$ cat src/sv/psel_pkg.sv
`default_nettype none

package psel_pkg;

  // item function codes
  localparam logic FUNC_UPDATE = 1'b0;
  localparam logic FUNC_SELECT = 1'b1;

  // process state codes
  localparam logic [2:0] PS_NEW     = 3'd0;
  localparam logic [2:0] PS_READY   = 3'd1;
  localparam logic [2:0] PS_RUNNING = 3'd2;
  localparam logic [2:0] PS_WAITING = 3'd3;
  localparam logic [2:0] PS_EXITING = 3'd4;

  // scheduling modes
  localparam logic [2:0] MODE_FCFS_NP = 3'd0;
  localparam logic [2:0] MODE_FCFS_P  = 3'd1;
  localparam logic [2:0] MODE_RR      = 3'd2;
  localparam logic [2:0] MODE_SJF     = 3'd3;
  localparam logic [2:0] MODE_SRTF    = 3'd4;

  // result status codes
  localparam logic [1:0] STAT_AVAIL    = 2'd0;
  localparam logic [1:0] STAT_ALL_WAIT = 2'd1;
  localparam logic [1:0] STAT_ALL_EXIT = 2'd2;
  localparam logic [1:0] STAT_UPD_ACK  = 2'd3;

  // configuration register indexes
  localparam logic REG_SCHED_MODE = 1'b0;
  localparam logic REG_NUM_PROCS  = 1'b1;

  typedef enum logic [1:0] {
    S_IDLE,
    S_SCAN,
    S_EVAL,
    S_DONE
  } psel_state_t;

  // control from the sequencer to the scan unit
  typedef struct packed {
    logic clr;  // start of a new select scan
    logic dv;   // table entry data present this cycle
  } scan_ctl_t;

  // verdict of the scan unit
  typedef struct packed {
    logic [1:0] status;
    logic       found;
  } scan_res_t;

endpackage

`default_nettype wire

$ cat src/sv/psel_ram.sv
`default_nettype none

module psel_ram #(
  parameter int WIDTH = 8,
  parameter int DEPTH = 16
) (
  input  wire logic                     clk,
  input  wire logic                     we,
  input  wire logic [$clog2(DEPTH)-1:0] waddr,
  input  wire logic [WIDTH-1:0]         wdata,
  input  wire logic                     re,
  input  wire logic [$clog2(DEPTH)-1:0] raddr,
  output logic      [WIDTH-1:0]         rdata
);

  logic [WIDTH-1:0] mem_r [DEPTH];
  logic [WIDTH-1:0] rdata_r;

  // one write port, one registered read port
  always_ff @(posedge clk) begin
    if (we) begin
      mem_r[waddr] <= wdata;
    end
    if (re) begin
      rdata_r <= mem_r[raddr];
    end
  end

  assign rdata = rdata_r;

endmodule

`default_nettype wire

$ cat src/sv/psel_scan.sv
`default_nettype none

module psel_scan import psel_pkg::*; #(
  parameter int MAX_PROCS = 16
) (
  input  wire logic                           clk,
  input  wire logic                           rst_n,
  input  wire scan_ctl_t                      ctl,
  input  wire logic [$clog2(MAX_PROCS)-1:0]   idx,
  input  wire logic [2:0]                     st_data,
  input  wire logic [31:0]                    tm_data,
  input  wire logic [$clog2(MAX_PROCS)-1:0]   rr_start,
  input  wire logic [$clog2(MAX_PROCS+1)-1:0] n_used,
  input  wire logic [2:0]                     mode,
  output scan_res_t                           res,
  output logic      [$clog2(MAX_PROCS)-1:0]   pick
);

  localparam int IDX_W = $clog2(MAX_PROCS);
  localparam int CNT_W = $clog2(MAX_PROCS + 1);

  logic [CNT_W-1:0] nwait_r, nexit_r;
  logic             any_fnd_r, rr_fnd_r, best_fnd_r;
  logic [IDX_W-1:0] any_idx_r, rr_idx_r, best_idx_r;
  logic [31:0]      best_time_r;
  logic             is_ready;
  logic [CNT_W:0]   wait_exit_sum;

  assign is_ready = (st_data == PS_READY);

  // accumulate counts and candidates, one entry per cycle with ctl.dv set
  always_ff @(posedge clk) begin
    if (!rst_n) begin
      nwait_r    <= '0;
      nexit_r    <= '0;
      any_fnd_r  <= 1'b0;
      rr_fnd_r   <= 1'b0;
      best_fnd_r <= 1'b0;
    end else if (ctl.clr) begin
      nwait_r    <= '0;
      nexit_r    <= '0;
      any_fnd_r  <= 1'b0;
      rr_fnd_r   <= 1'b0;
      best_fnd_r <= 1'b0;
    end else if (ctl.dv) begin
      if (st_data == PS_WAITING) begin
        nwait_r <= nwait_r + 1'b1;
      end
      if (st_data == PS_EXITING) begin
        nexit_r <= nexit_r + 1'b1;
      end
      // lowest ready index
      if (is_ready && !any_fnd_r) begin
        any_fnd_r <= 1'b1;
        any_idx_r <= idx;
      end
      // lowest ready index at or past the round-robin start
      if (is_ready && !rr_fnd_r && (idx >= rr_start)) begin
        rr_fnd_r <= 1'b1;
        rr_idx_r <= idx;
      end
      // least remaining time, strict compare keeps the lower index on a tie
      if (is_ready && (!best_fnd_r || (tm_data < best_time_r))) begin
        best_fnd_r  <= 1'b1;
        best_idx_r  <= idx;
        best_time_r <= tm_data;
      end
    end
  end

  assign wait_exit_sum = {1'b0, nwait_r} + {1'b0, nexit_r};

  // verdict after the last entry
  always_comb begin
    res.status = STAT_AVAIL;
    res.found  = 1'b0;
    pick       = '0;
    if ((nwait_r != '0) && (wait_exit_sum == {1'b0, n_used})) begin
      res.status = STAT_ALL_WAIT;
    end else if (nexit_r == n_used) begin
      res.status = STAT_ALL_EXIT;
    end else begin
      case (mode) inside
        MODE_FCFS_NP, MODE_FCFS_P: begin
          res.found = any_fnd_r;
          pick      = any_idx_r;
        end
        MODE_RR: begin
          // wrap to the lowest ready entry when none follows the start
          res.found = any_fnd_r;
          pick      = rr_fnd_r ? rr_idx_r : any_idx_r;
        end
        MODE_SJF, MODE_SRTF: begin
          res.found = best_fnd_r;
          pick      = best_idx_r;
        end
        default: begin
          res.found = 1'b0;
        end
      endcase
      if (!res.found) begin
        pick = '0;
      end
    end
  end

endmodule

`default_nettype wire

$ cat src/sv/process_scheduler_select.sv
// Process scheduler select.
// Holds a table of MAX_PROCS process entries (state and remaining time) in
// two single-port-write RAMs. Input items use in_valid/in_stall: an update
// item writes one entry, a select item picks the next process by sched_mode
// and marks it running. Each item gives exactly one result on
// out_valid/out_stall (status, chosen_index, chosen_valid).
// Configuration: cfg_valid/cfg_ready write sched_mode (index 0) or num_procs
// (index 1); cfg_ready is always high, write only while idle.
// Sequence: an update or a first-call shortcut goes from the transfer to the
// finishing state and then to the output register; a scanning select first
// reads the n entries in use, one table entry per cycle from the RAM read
// port, then passes the evaluation state. One item is in flight at a time;
// a new item is taken only once the last result is in the output register.
// Reset: table reads back as all zero through per-entry valid bits, no
// clearing pass; sched_mode resets to 0 and num_procs to 1.
// A stalled result is held in the output register; the block finishes the
// next item up to its result and waits there until the output is taken.
`default_nettype none

module process_scheduler_select import psel_pkg::*; #(
  parameter int MAX_PROCS = 16
) (
  input  wire logic        clk,
  input  wire logic        rst_n,
  // input items
  input  wire logic        in_valid,
  output logic             in_stall,
  input  wire logic        in_func,
  input  wire logic [3:0]  in_entry_index,
  input  wire logic [2:0]  in_new_state,
  input  wire logic [31:0] in_new_time,
  input  wire logic        in_first_call,
  input  wire logic [3:0]  in_cur_index,
  // results
  output logic             out_valid,
  input  wire logic        out_stall,
  output logic [1:0]       out_status,
  output logic [3:0]       out_chosen_index,
  output logic             out_chosen_valid,
  // configuration writes
  input  wire logic        cfg_valid,
  output logic             cfg_ready,
  input  wire logic        cfg_index,
  input  wire logic [4:0]  cfg_data
);

  localparam int IDX_W = $clog2(MAX_PROCS);
  localparam int CNT_W = $clog2(MAX_PROCS + 1);
  localparam int CW    = (CNT_W > 5) ? CNT_W : 5;

  psel_state_t      state_r, state_nxt;
  logic [2:0]       mode_r;
  logic [4:0]       num_procs_r;
  logic [CNT_W-1:0] n_eff;

  logic             in_xfer;
  logic             upd_ok;
  logic             shortcut;

  // table RAM signals
  logic             st_we, tm_we, rd_en;
  logic [IDX_W-1:0] st_waddr, rd_addr;
  logic [2:0]       st_wdata, st_rdata, st_q;
  logic [31:0]      tm_rdata, tm_q;
  logic [MAX_PROCS-1:0] st_vld_r, tm_vld_r;
  logic             st_vq_r, tm_vq_r;

  // scan sequencing
  logic [CNT_W-1:0] iss_cnt_r, iss_cnt_nxt;
  logic             dv_r, dv_last_r;
  logic [IDX_W-1:0] dv_idx_r;
  logic [IDX_W-1:0] rr_start_r, rr_start_nxt;
  logic [CW-1:0]    cur_plus;
  scan_ctl_t        scan_ctl;
  scan_res_t        scan_res;
  logic [IDX_W-1:0] scan_pick;

  // result and output registers
  logic [1:0]       res_status_r, res_status_nxt;
  logic [IDX_W-1:0] res_idx_r, res_idx_nxt;
  logic             res_vld_r, res_vld_nxt;
  logic             out_valid_r, out_valid_nxt;
  logic             out_load;
  logic [1:0]       out_status_r;
  logic [3:0]       out_idx_r;
  logic             out_cv_r;

  // configuration registers
  assign cfg_ready = 1'b1;

  always_ff @(posedge clk) begin
    if (!rst_n) begin
      mode_r      <= MODE_FCFS_NP;
      num_procs_r <= 5'd1;
    end else if (cfg_valid && cfg_ready) begin
      unique case (cfg_index)
        REG_SCHED_MODE: mode_r      <= cfg_data[2:0];
        REG_NUM_PROCS:  num_procs_r <= cfg_data;
        default: ;
      endcase
    end
  end

  // entries in use, clamped to 1..MAX_PROCS
  always_comb begin
    if (num_procs_r == 5'd0) begin
      n_eff = CNT_W'(1);
    end else if (32'(num_procs_r) > 32'(MAX_PROCS)) begin
      n_eff = CNT_W'(MAX_PROCS);
    end else begin
      n_eff = CNT_W'(num_procs_r);
    end
  end

  assign in_stall = (state_r != S_IDLE);
  assign in_xfer  = in_valid && !in_stall;
  assign upd_ok   = (32'(in_entry_index) < 32'(MAX_PROCS));
  assign shortcut = in_first_call &&
                    ((mode_r == MODE_FCFS_NP) || (mode_r == MODE_FCFS_P) ||
                     (mode_r == MODE_RR));
  assign cur_plus = CW'(in_cur_index) + CW'(1);

  // round-robin scan start
  always_comb begin
    if (cur_plus < CW'(n_eff)) begin
      rr_start_nxt = IDX_W'(cur_plus);
    end else begin
      rr_start_nxt = '0;
    end
  end

  // table memories
  psel_ram #(.WIDTH(3), .DEPTH(MAX_PROCS)) u_state_ram (
    .clk   (clk),
    .we    (st_we),
    .waddr (st_waddr),
    .wdata (st_wdata),
    .re    (rd_en),
    .raddr (rd_addr),
    .rdata (st_rdata)
  );

  psel_ram #(.WIDTH(32), .DEPTH(MAX_PROCS)) u_time_ram (
    .clk   (clk),
    .we    (tm_we),
    .waddr (IDX_W'(in_entry_index)),
    .wdata (in_new_time),
    .re    (rd_en),
    .raddr (rd_addr),
    .rdata (tm_rdata)
  );

  // never-written entries read as zero
  always_ff @(posedge clk) begin
    if (!rst_n) begin
      st_vld_r <= '0;
      tm_vld_r <= '0;
    end else begin
      if (st_we) begin
        st_vld_r[st_waddr] <= 1'b1;
      end
      if (tm_we) begin
        tm_vld_r[IDX_W'(in_entry_index)] <= 1'b1;
      end
    end
  end

  assign rd_addr = iss_cnt_r[IDX_W-1:0];
  assign st_q    = st_vq_r ? st_rdata : PS_NEW;
  assign tm_q    = tm_vq_r ? tm_rdata : 32'd0;

  // read pipeline bookkeeping; all writes come before or after a scan,
  // so no entry is read and written in overlapping cycles
  always_ff @(posedge clk) begin
    if (!rst_n) begin
      dv_r      <= 1'b0;
      dv_last_r <= 1'b0;
    end else begin
      dv_r      <= rd_en;
      dv_last_r <= rd_en && ((iss_cnt_r + 1'b1) == n_eff);
    end
    dv_idx_r <= rd_addr;
    st_vq_r  <= st_vld_r[rd_addr];
    tm_vq_r  <= tm_vld_r[rd_addr];
  end

  assign scan_ctl.clr = in_xfer && (in_func == FUNC_SELECT) && !shortcut;
  assign scan_ctl.dv  = dv_r;

  psel_scan #(.MAX_PROCS(MAX_PROCS)) u_scan (
    .clk      (clk),
    .rst_n    (rst_n),
    .ctl      (scan_ctl),
    .idx      (dv_idx_r),
    .st_data  (st_q),
    .tm_data  (tm_q),
    .rr_start (rr_start_r),
    .n_used   (n_eff),
    .mode     (mode_r),
    .res      (scan_res),
    .pick     (scan_pick)
  );

  // sequencer state register
  always_ff @(posedge clk) begin
    if (!rst_n) begin
      state_r     <= S_IDLE;
      out_valid_r <= 1'b0;
      iss_cnt_r   <= '0;
    end else begin
      state_r     <= state_nxt;
      out_valid_r <= out_valid_nxt;
      iss_cnt_r   <= iss_cnt_nxt;
    end
    // scan start is held for the whole scan of the accepted item
    if (in_xfer) begin
      rr_start_r <= rr_start_nxt;
    end
    res_status_r <= res_status_nxt;
    res_idx_r    <= res_idx_nxt;
    res_vld_r    <= res_vld_nxt;
    if (out_load) begin
      out_status_r <= res_status_r;
      out_idx_r    <= 4'(res_idx_r);
      out_cv_r     <= res_vld_r;
    end
  end

  // next state, RAM writes and result capture
  always_comb begin
    state_nxt      = state_r;
    iss_cnt_nxt    = iss_cnt_r;
    res_status_nxt = res_status_r;
    res_idx_nxt    = res_idx_r;
    res_vld_nxt    = res_vld_r;
    st_we          = 1'b0;
    tm_we          = 1'b0;
    st_waddr       = IDX_W'(in_entry_index);
    st_wdata       = in_new_state;
    rd_en          = 1'b0;
    out_load       = 1'b0;
    out_valid_nxt  = out_valid_r && out_stall;
    unique case (state_r)
      S_IDLE: begin
        if (in_xfer) begin
          if (in_func == FUNC_UPDATE) begin
            st_we          = upd_ok;
            tm_we          = upd_ok;
            res_status_nxt = STAT_UPD_ACK;
            res_idx_nxt    = '0;
            res_vld_nxt    = 1'b0;
            state_nxt      = S_DONE;
          end else if (shortcut) begin
            // first call: entry 0 runs, no checks
            st_we          = 1'b1;
            st_waddr       = '0;
            st_wdata       = PS_RUNNING;
            res_status_nxt = STAT_AVAIL;
            res_idx_nxt    = '0;
            res_vld_nxt    = 1'b1;
            state_nxt      = S_DONE;
          end else begin
            iss_cnt_nxt = '0;
            state_nxt   = S_SCAN;
          end
        end
      end
      S_SCAN: begin
        if (iss_cnt_r != n_eff) begin
          rd_en       = 1'b1;
          iss_cnt_nxt = iss_cnt_r + 1'b1;
        end
        if (dv_r && dv_last_r) begin
          state_nxt = S_EVAL;
        end
      end
      S_EVAL: begin
        st_we          = scan_res.found;
        st_waddr       = scan_pick;
        st_wdata       = PS_RUNNING;
        res_status_nxt = scan_res.status;
        res_idx_nxt    = scan_pick;
        res_vld_nxt    = scan_res.found;
        state_nxt      = S_DONE;
      end
      S_DONE: begin
        if (!out_valid_r || !out_stall) begin
          out_load      = 1'b1;
          out_valid_nxt = 1'b1;
          state_nxt     = S_IDLE;
        end
      end
      default: begin
        state_nxt = S_IDLE;
      end
    endcase
  end

  assign out_valid        = out_valid_r;
  assign out_status       = out_status_r;
  assign out_chosen_index = out_idx_r;
  assign out_chosen_valid = out_cv_r;

  // a new result only ever comes out of the finishing state
  a_out_from_done: assert property (@(posedge clk) disable iff (!rst_n)
    out_load |-> $past(state_r) == S_EVAL || $past(in_xfer) || $past(state_r) == S_DONE)
    else $error("result loaded outside the finishing path");

  // a selection always reports the available status
  a_chosen_avail: assert property (@(posedge clk) disable iff (!rst_n)
    out_valid && out_chosen_valid |-> out_status == STAT_AVAIL)
    else $error("chosen entry with a non-available status");

  // the scan never reads past the entries in use
  a_scan_bound: assert property (@(posedge clk) disable iff (!rst_n)
    rd_en |-> iss_cnt_r < n_eff)
    else $error("scan read beyond the used entries");

  // a picked entry lies inside the used range
  a_pick_range: assert property (@(posedge clk) disable iff (!rst_n)
    state_r == S_EVAL && scan_res.found |-> CNT_W'(scan_pick) < n_eff)
    else $error("picked entry outside the used range");

endmodule

`default_nettype wire
$ cat config.mk
export PLATFORM = sky130hd
export DESIGN_NAME = process_scheduler_select
export DESIGN_NICKNAME = d
export VERILOG_FILES = /design/src/sv/psel_pkg.sv /design/src/sv/psel_ram.sv /design/src/sv/psel_scan.sv /design/src/sv/process_scheduler_select.sv
export SDC_FILE = /design/constraint.sdc
export NUM_CORES = 1
export LEC_CHECK = 0
export BUFFER_PORTS_ARGS = -buffer_cell sky130_fd_sc_hd__buf_4
export CORE_MARGIN = 2
export CORE_UTILIZATION = 55
export CTS_BUF_LIST = sky130_fd_sc_hd__clkbuf_8
export DETAILED_ROUTE_END_ITERATION = 8
export HOLD_SLACK_MARGIN = 0.12
export PLACE_DENSITY_LB_ADDON = 0.12
export SLEW_MARGIN = 30
export SYNTH_ARGS = -nofsm -noshare
export SYNTH_HDL_FRONTEND = slang
export SYNTH_SLANG_ARGS = --single-unit
export TNS_END_PERCENT = 20
$ cat constraint.sdc
create_clock -name clk -period 6.25 [get_ports clk]
set_clock_uncertainty 0.15 [all_clocks]
set_input_delay 1.25 -clock clk [delete_from_list [all_inputs] [get_ports clk]]
set_output_delay 1.25 -clock clk [all_outputs]
set_load 0.02 [all_outputs]
==> results.json, run 1 <==
{
  "run_status": "finished clean",
  "cts.clk_slew.worst_paths_ns": 0.06,
  "post_drt_wl_per_cell_microns": 25.8,
  "clk_latency_ns": 0.70,
  "cp-start-kind": "flip-flop",
  "drtAntennaViolNets": 0,
  "hold_path.class": "flip-flop to flip-flop",
  "start_util_pct": 55.4,
  "ir_drop_mv": 0.216,
  "die_w_microns": 234,
  "layout.cells.non_filler": 2432,
  "cp-end-kind": "flip-flop",
  "syn_area_sq_um": 29100,
  "num_rows": 84,
  "routed_wl_microns": 62700,
  "grt_overflow": 0,
  "area_growth_pct": 12.8,
  "synth_most_common_cell": "edfxtp_1",
  "postCtsHoldBufs": 0,
  "yosysSeqAreaShare_pct": 72.6,
  "cts_tree": "yes",
  "syn_avg_cell_area_sq_um": 19.3,
  "rsz0062_at_grt": "no",
  "power.density_nw_per_um2": 318,
  "async_flop_share_pct": 0,
  "die-height_microns": 234,
  "htreeDepth": 3,
  "final-max-slew-violation-count": 0,
  "finalCritPeriodShare_pct": 63.5,
  "yosys_warnings": 0,
  "pin_count": 66,
  "drt-initial-drc-count": 1192,
  "path_class": "flip-flop to flip-flop",
  "synth.distinct_cells": 70,
  "cap_violations": 0,
  "portBuffers": 64,
  "ys_top_cells_by_area": "edfxtp_1, mux4_2, dfxtp_1",
  "p_leak_nw": 11.0,
  "grt_max_degree": 152,
  "clock-root-buffer": "clkbuf_8",
  "dr.pass1.iters": 5,
  "finalWorstSetupSlack_ns": 2.28,
  "cts.repair.resized": 0,
  "final_util_pct": 62.5,
  "n_fill_cell": 3726,
  "cts_setup_buffers": 0,
  "grt_usage_pct": 23.8,
  "grt_pass1_vias": 15000,
  "hold_ws_ns": 0.270,
  "drc": 0,
  "setup_violations": 0,
  "ys_ff_latch": 726,
  "synth.largest_area_cell": "edfxtp_1",
  "place_congestion": 0.810,
  "clockBufferDepth": 3,
  "core_area_sq_um": 52400,
  "cts.sinks": 726,
  "die_area_sq_um": 54700,
  "syn-num-nets": 1616,
  "synth_ff_type": "edfxtp_1",
  "hold_violations": 0,
  "setup_tns_ns": 0,
  "vias": 14400,
  "dpl.cell_count": 2220,
  "crit_required_ns": 6.48,
  "worst_slew_pin_slew_ns": 1.16,
  "vias_per_cell": 5.91,
  "synth_common_cells": "edfxtp_1, mux4_2, nor2_1, dfxtp_1, ha_1",
  "synth_edf_count": 657,
  "syn_inst": 1507,
  "min_period_ns": 3.97,
  "fmax_mhz": 252,
  "drive_gt1_share_pct": 27.2,
  "synth_top_area_share_pct": 67.9,
  "relSlewSlack_pct": 22.6,
  "grt_pass1_wl_microns": 93600,
  "place_hpwl_microns": 35000,
  "crit_fanout": 12,
  "post-place-ws_ns": 2.24,
  "nets": 1756,
  "cts_made_buffers": 112,
  "antenna_found_initial": 3,
  "cp.arrival_ns": 4.20
}
-- where the power goes --
group / switching, W / internal [W] / total [W] / leakage [nW]
sequential: 0.0000904 / 0.00551 / 0.00560 / 6.44
combinational: 0.000602 / 0.000480 / 0.00108 / 3.30
clock: 0.00178 / 0.00196 / 0.00374 / 1.25
-- cell families after synthesis --
kind of cell,after synthesis,share of synthesized area [%]
xor gates and xnor gates,27,0.814
and+or+nand+nor,267,4.83
other,1,0.0129
adders and majority gates,53,2.31
DFF,726,72.6
buffers and inverters,119,1.62
muxes,194,14.6
AOI/OAI and AO/OA,120,3.14
-- metrics by stage --
step,power (W),instance area [sq um]
3_5_place_dp,0.00680,30600
5_1_grt,0.0108,32800
4_1_cts,0.0105,32700
3_3_place_gp,0.00678,30500
6_report,0.0104,32800
2_1_floorplan,0.00643,29100
-- state kept, by name (all words and copies together) (netlist names), 5 cells and up --
name	cells
u_time_ram.mem_r	512
u_state_ram.mem_r	48
u_scan.best_time_r	32
u_time_ram.rdata	32
st_vld_r	16
tm_vld_r	16
iss_cnt_r	5
num_procs_r	5
u_scan.nexit_r	5
u_scan.nwait_r	5
-- worst paths after layout --
kind,slack (ns),from,endpoint,cells past startpoint
setup / recovery,2.28,u_scan.nexit_r[0],u_state_ram.mem_r[2][1],9
hold / removal,0.27,res_status_r[1],out_status[1],0
setup reg to reg,2.28,u_scan.nexit_r[0],u_state_ram.mem_r[2][1],9
hold reg to reg,0.27,res_status_r[1],out_status[1],0
-- layer usage --
metal	up-vias	global-route usage (%)	part of all wire [%]
li1	6355	-	-
met4	4	6.84	2.0
met1	7513	33.4	43
met5	-	0	0.035
met2	400	38.5	49
met3	112	5.01	5.9
-- final cells by class --
| cell class | instances | area [sq um] | area share, % |
|---|---|---|---|
| diodes | 2 | 5.00 | 0.0153 |
| multi-input cells | 662 | 7610 | 23.2 |
| clock buffers | 133 | 1830 | 5.58 |
| repair buffers | 95 | 826 | 2.52 |
| inverters | 50 | 189 | 0.576 |
| well taps | 688 | 861 | 2.63 |
| flip-flops and latches | 726 | 21100 | 64.4 |
| clock inverters | 76 | 332 | 1.01 |
-- cells in the final DEF, fill, tap and decap left out, types with 12 or more instances in the layout --
cell and count:
edfxtp_1 657, mux4_2 185, clkbuf_8 133, buf_4 87, inv_1 86, nor2_1 82
dfxtp_1 65, ha_1 52, and2_1 42, nand2_1 40, clkinv_1 27, a21oi_1 25
o21ai_0 20, a21o_1 18, nand3_1 17, xnor2_1 14, xor2_1 13, nand2b_1 12
nor3_1 12, nor2_4 12
-- critical path: stages, from the launching register on --
cell	delay, ns
dfxtp_1	0.44
ha_1	0.20
inv_1	0.05
fa_1	0.53
o21ai_0	0.15
a2111oi_4	0.45
o2111ai_4	0.32
a32oi_2	0.73
nand2_1	0.30
nor2_1	0.30
(Power assumes the default switching activity.)
==> run 2: changes to the inputs <==
==> constraint.sdc (replaced) <==
create_clock -name clk -period 4 [get_ports clk]
set_clock_uncertainty 0.15 [all_clocks]
set_input_delay 0.8 -clock clk [delete_from_list [all_inputs] [get_ports clk]]
set_output_delay 0.8 -clock clk [all_outputs]
set_load 0.02 [all_outputs]
==> results.json, run 2 (synthesized netlist as in run 1, its figures left out) <==
{
  "run_status": "finished clean",
  "post-place-ws_ns": 0.420,
  "nets": 1773,
  "cts.repair.resized": 0,
  "drtAntennaViolNets": 0,
  "fmax_mhz": 276,
  "cp.arrival_ns": 3.81,
  "post_drt_wl_per_cell_microns": 25.6,
  "cts_made_buffers": 112,
  "slowest_stage": "nor4_1",
  "setup_violations": 0,
  "place_hpwl_microns": 36000,
  "cts_setup_buffers": 0,
  "portBuffers": 64,
  "cts_tree": "yes",
  "timing.critical_path.buf_inv": 2,
  "finalWorstSetupSlack_ns": 0.380,
  "grt_pass1_vias": 14900,
  "die_w_microns": 234,
  "routed_wl_microns": 62600,
  "multi_input_area_sq_um": 7620,
  "htreeDepth": 3,
  "largest-register": "u_time_ram.mem_r",
  "power.density_nw_per_um2": 495,
  "num_rows": 84,
  "place_congestion": 0.877,
  "finalCritPeriodShare_pct": 90.5,
  "final-max-slew-violation-count": 0,
  "cp-start-kind": "flip-flop",
  "antenna_found_initial": 2,
  "postCtsHoldBufs": 0,
  "top_regs": "u_time_ram.mem_r (512), u_state_ram.mem_r (48)",
  "vias_per_cell": 5.93,
  "drt-initial-drc-count": 1317,
  "final_common_cell": "edfxtp_1",
  "grt_max_degree": 78,
  "crit_fanout": 8,
  "drive_gt1_share_pct": 28.0,
  "rsz0062_at_grt": "no",
  "max_stage_delay_ns": 0.67,
  "worst_slew_pin_slew_ns": 0.914,
  "grt_overflow": 0,
  "cts.clk_slew.worst_paths_ns": 0.06,
  "cp-end-kind": "flip-flop",
  "largest_reg_flops": 512,
  "vias": 14500,
  "hold_path.class": "input port to flip-flop",
  "pin_count": 66,
  "die_area_sq_um": 54700,
  "cap_violations": 0,
  "n_fill_cell": 3697,
  "critical-path-top-delay-family": "simple AND/OR/NAND/NOR gates",
  "grt_usage_pct": 23.7,
  "regArea_sq_um": 21100,
  "cts.sinks": 726,
  "area_growth_pct": 13.6,
  "crit_required_ns": 4.19,
  "grt_pass1_wl_microns": 93400,
  "ir_drop_mv": 0.343,
  "p_total_w": 0.0163,
  "drc": 0,
  "dr.pass1.iters": 5,
  "start_util_pct": 55.4,
  "clk_latency_ns": 0.72,
  "min_period_ns": 3.62,
  "clock-root-buffer": "clkbuf_8",
  "relSlewSlack_pct": 37.5,
  "core_area_sq_um": 52400,
  "p_leak_nw": 11.1,
  "clockBufferDepth": 3,
  "hold_violations": 0,
  "path_cells": "ha_1 -> inv_1 -> fa_1 -> nor2b_1 -> o21ai_0 -> nor4bb_1 -> o2111ai_4 -> a32oi_2 -> buf_4 -> nor4_1",
  "final_cell_mix": "edfxtp_1, mux4_2, clkbuf_8",
  "die-height_microns": 234,
  "path_class": "flip-flop to flip-flop"
}
==> run 2: cell type report <==
class                      count  area share, %
clock buffer                 119           4.96
timing repair buffer         112           3.27
clock inverter                89           1.50
inverter                      50          0.569
antenna                        2         0.0152
tap                          688           2.61
sequential                   726           64.0
multi-input combinational    662           23.1
==> run 2: where the power goes <==
| group | total [W] | switching (W) | internal, W |
|---|---|---|---|
| logic | 0.00175 | 0.000939 | 0.000811 |
| registers | 0.00876 | 0.000156 | 0.00861 |
| clock network | 0.00583 | 0.00282 | 0.00301 |
| total | 0.0163 | 0.00391 | 0.0124 |
==> run 2: worst paths after layout <==
kind,from,to,slack [ns],cells past startpoint
worst max register to register,u_scan.nwait_r[0],u_state_ram.mem_r[15][2],0.38,10
worst min-delay path,out_stall,out_valid,0.19,3
worst min register to register,res_idx_r[0],out_chosen_index[0],0.27,0
worst max-delay path,u_scan.nwait_r[0],u_state_ram.mem_r[15][2],0.38,10
==> run 2: per-stage QoR <==
| step | utilization (%) | std cells | area, sq um | TNS [ns] | hold WS [ns] |
|---|---|---|---|---|---|
| final | 62.9 | 2448 | 33000 | 0 | 0.195 |
| after detailed placement | 58.8 | 2238 | 30900 | 0 | 0.259 |
| after global routing | 62.9 | 2448 | 33000 | 0 | 0.174 |
| after global placement | 58.8 | 2238 | 30900 | 0 | 0.257 |
| after floorplan | - | 1507 | 29100 | -24.19 | 0.179 |
| after CTS | 62.9 | 2446 | 33000 | 0 | 0.151 |
==> run 2: tightest hold or removal path, stage by stage <==
cell     delay [ns]
buf_4          0.09
a21oi_1        0.05
nor2_1         0.07
==> run 2: metal layers <==
metal  up-vias  global-route usage (%)  routed length, microns
met5         -                       0                       0
met4         0                    7.89                    1530
met3       109                    4.73                    4080
met2       544                    38.3                   30800
met1      7468                    32.9                   26100
li1       6384                       -                       -
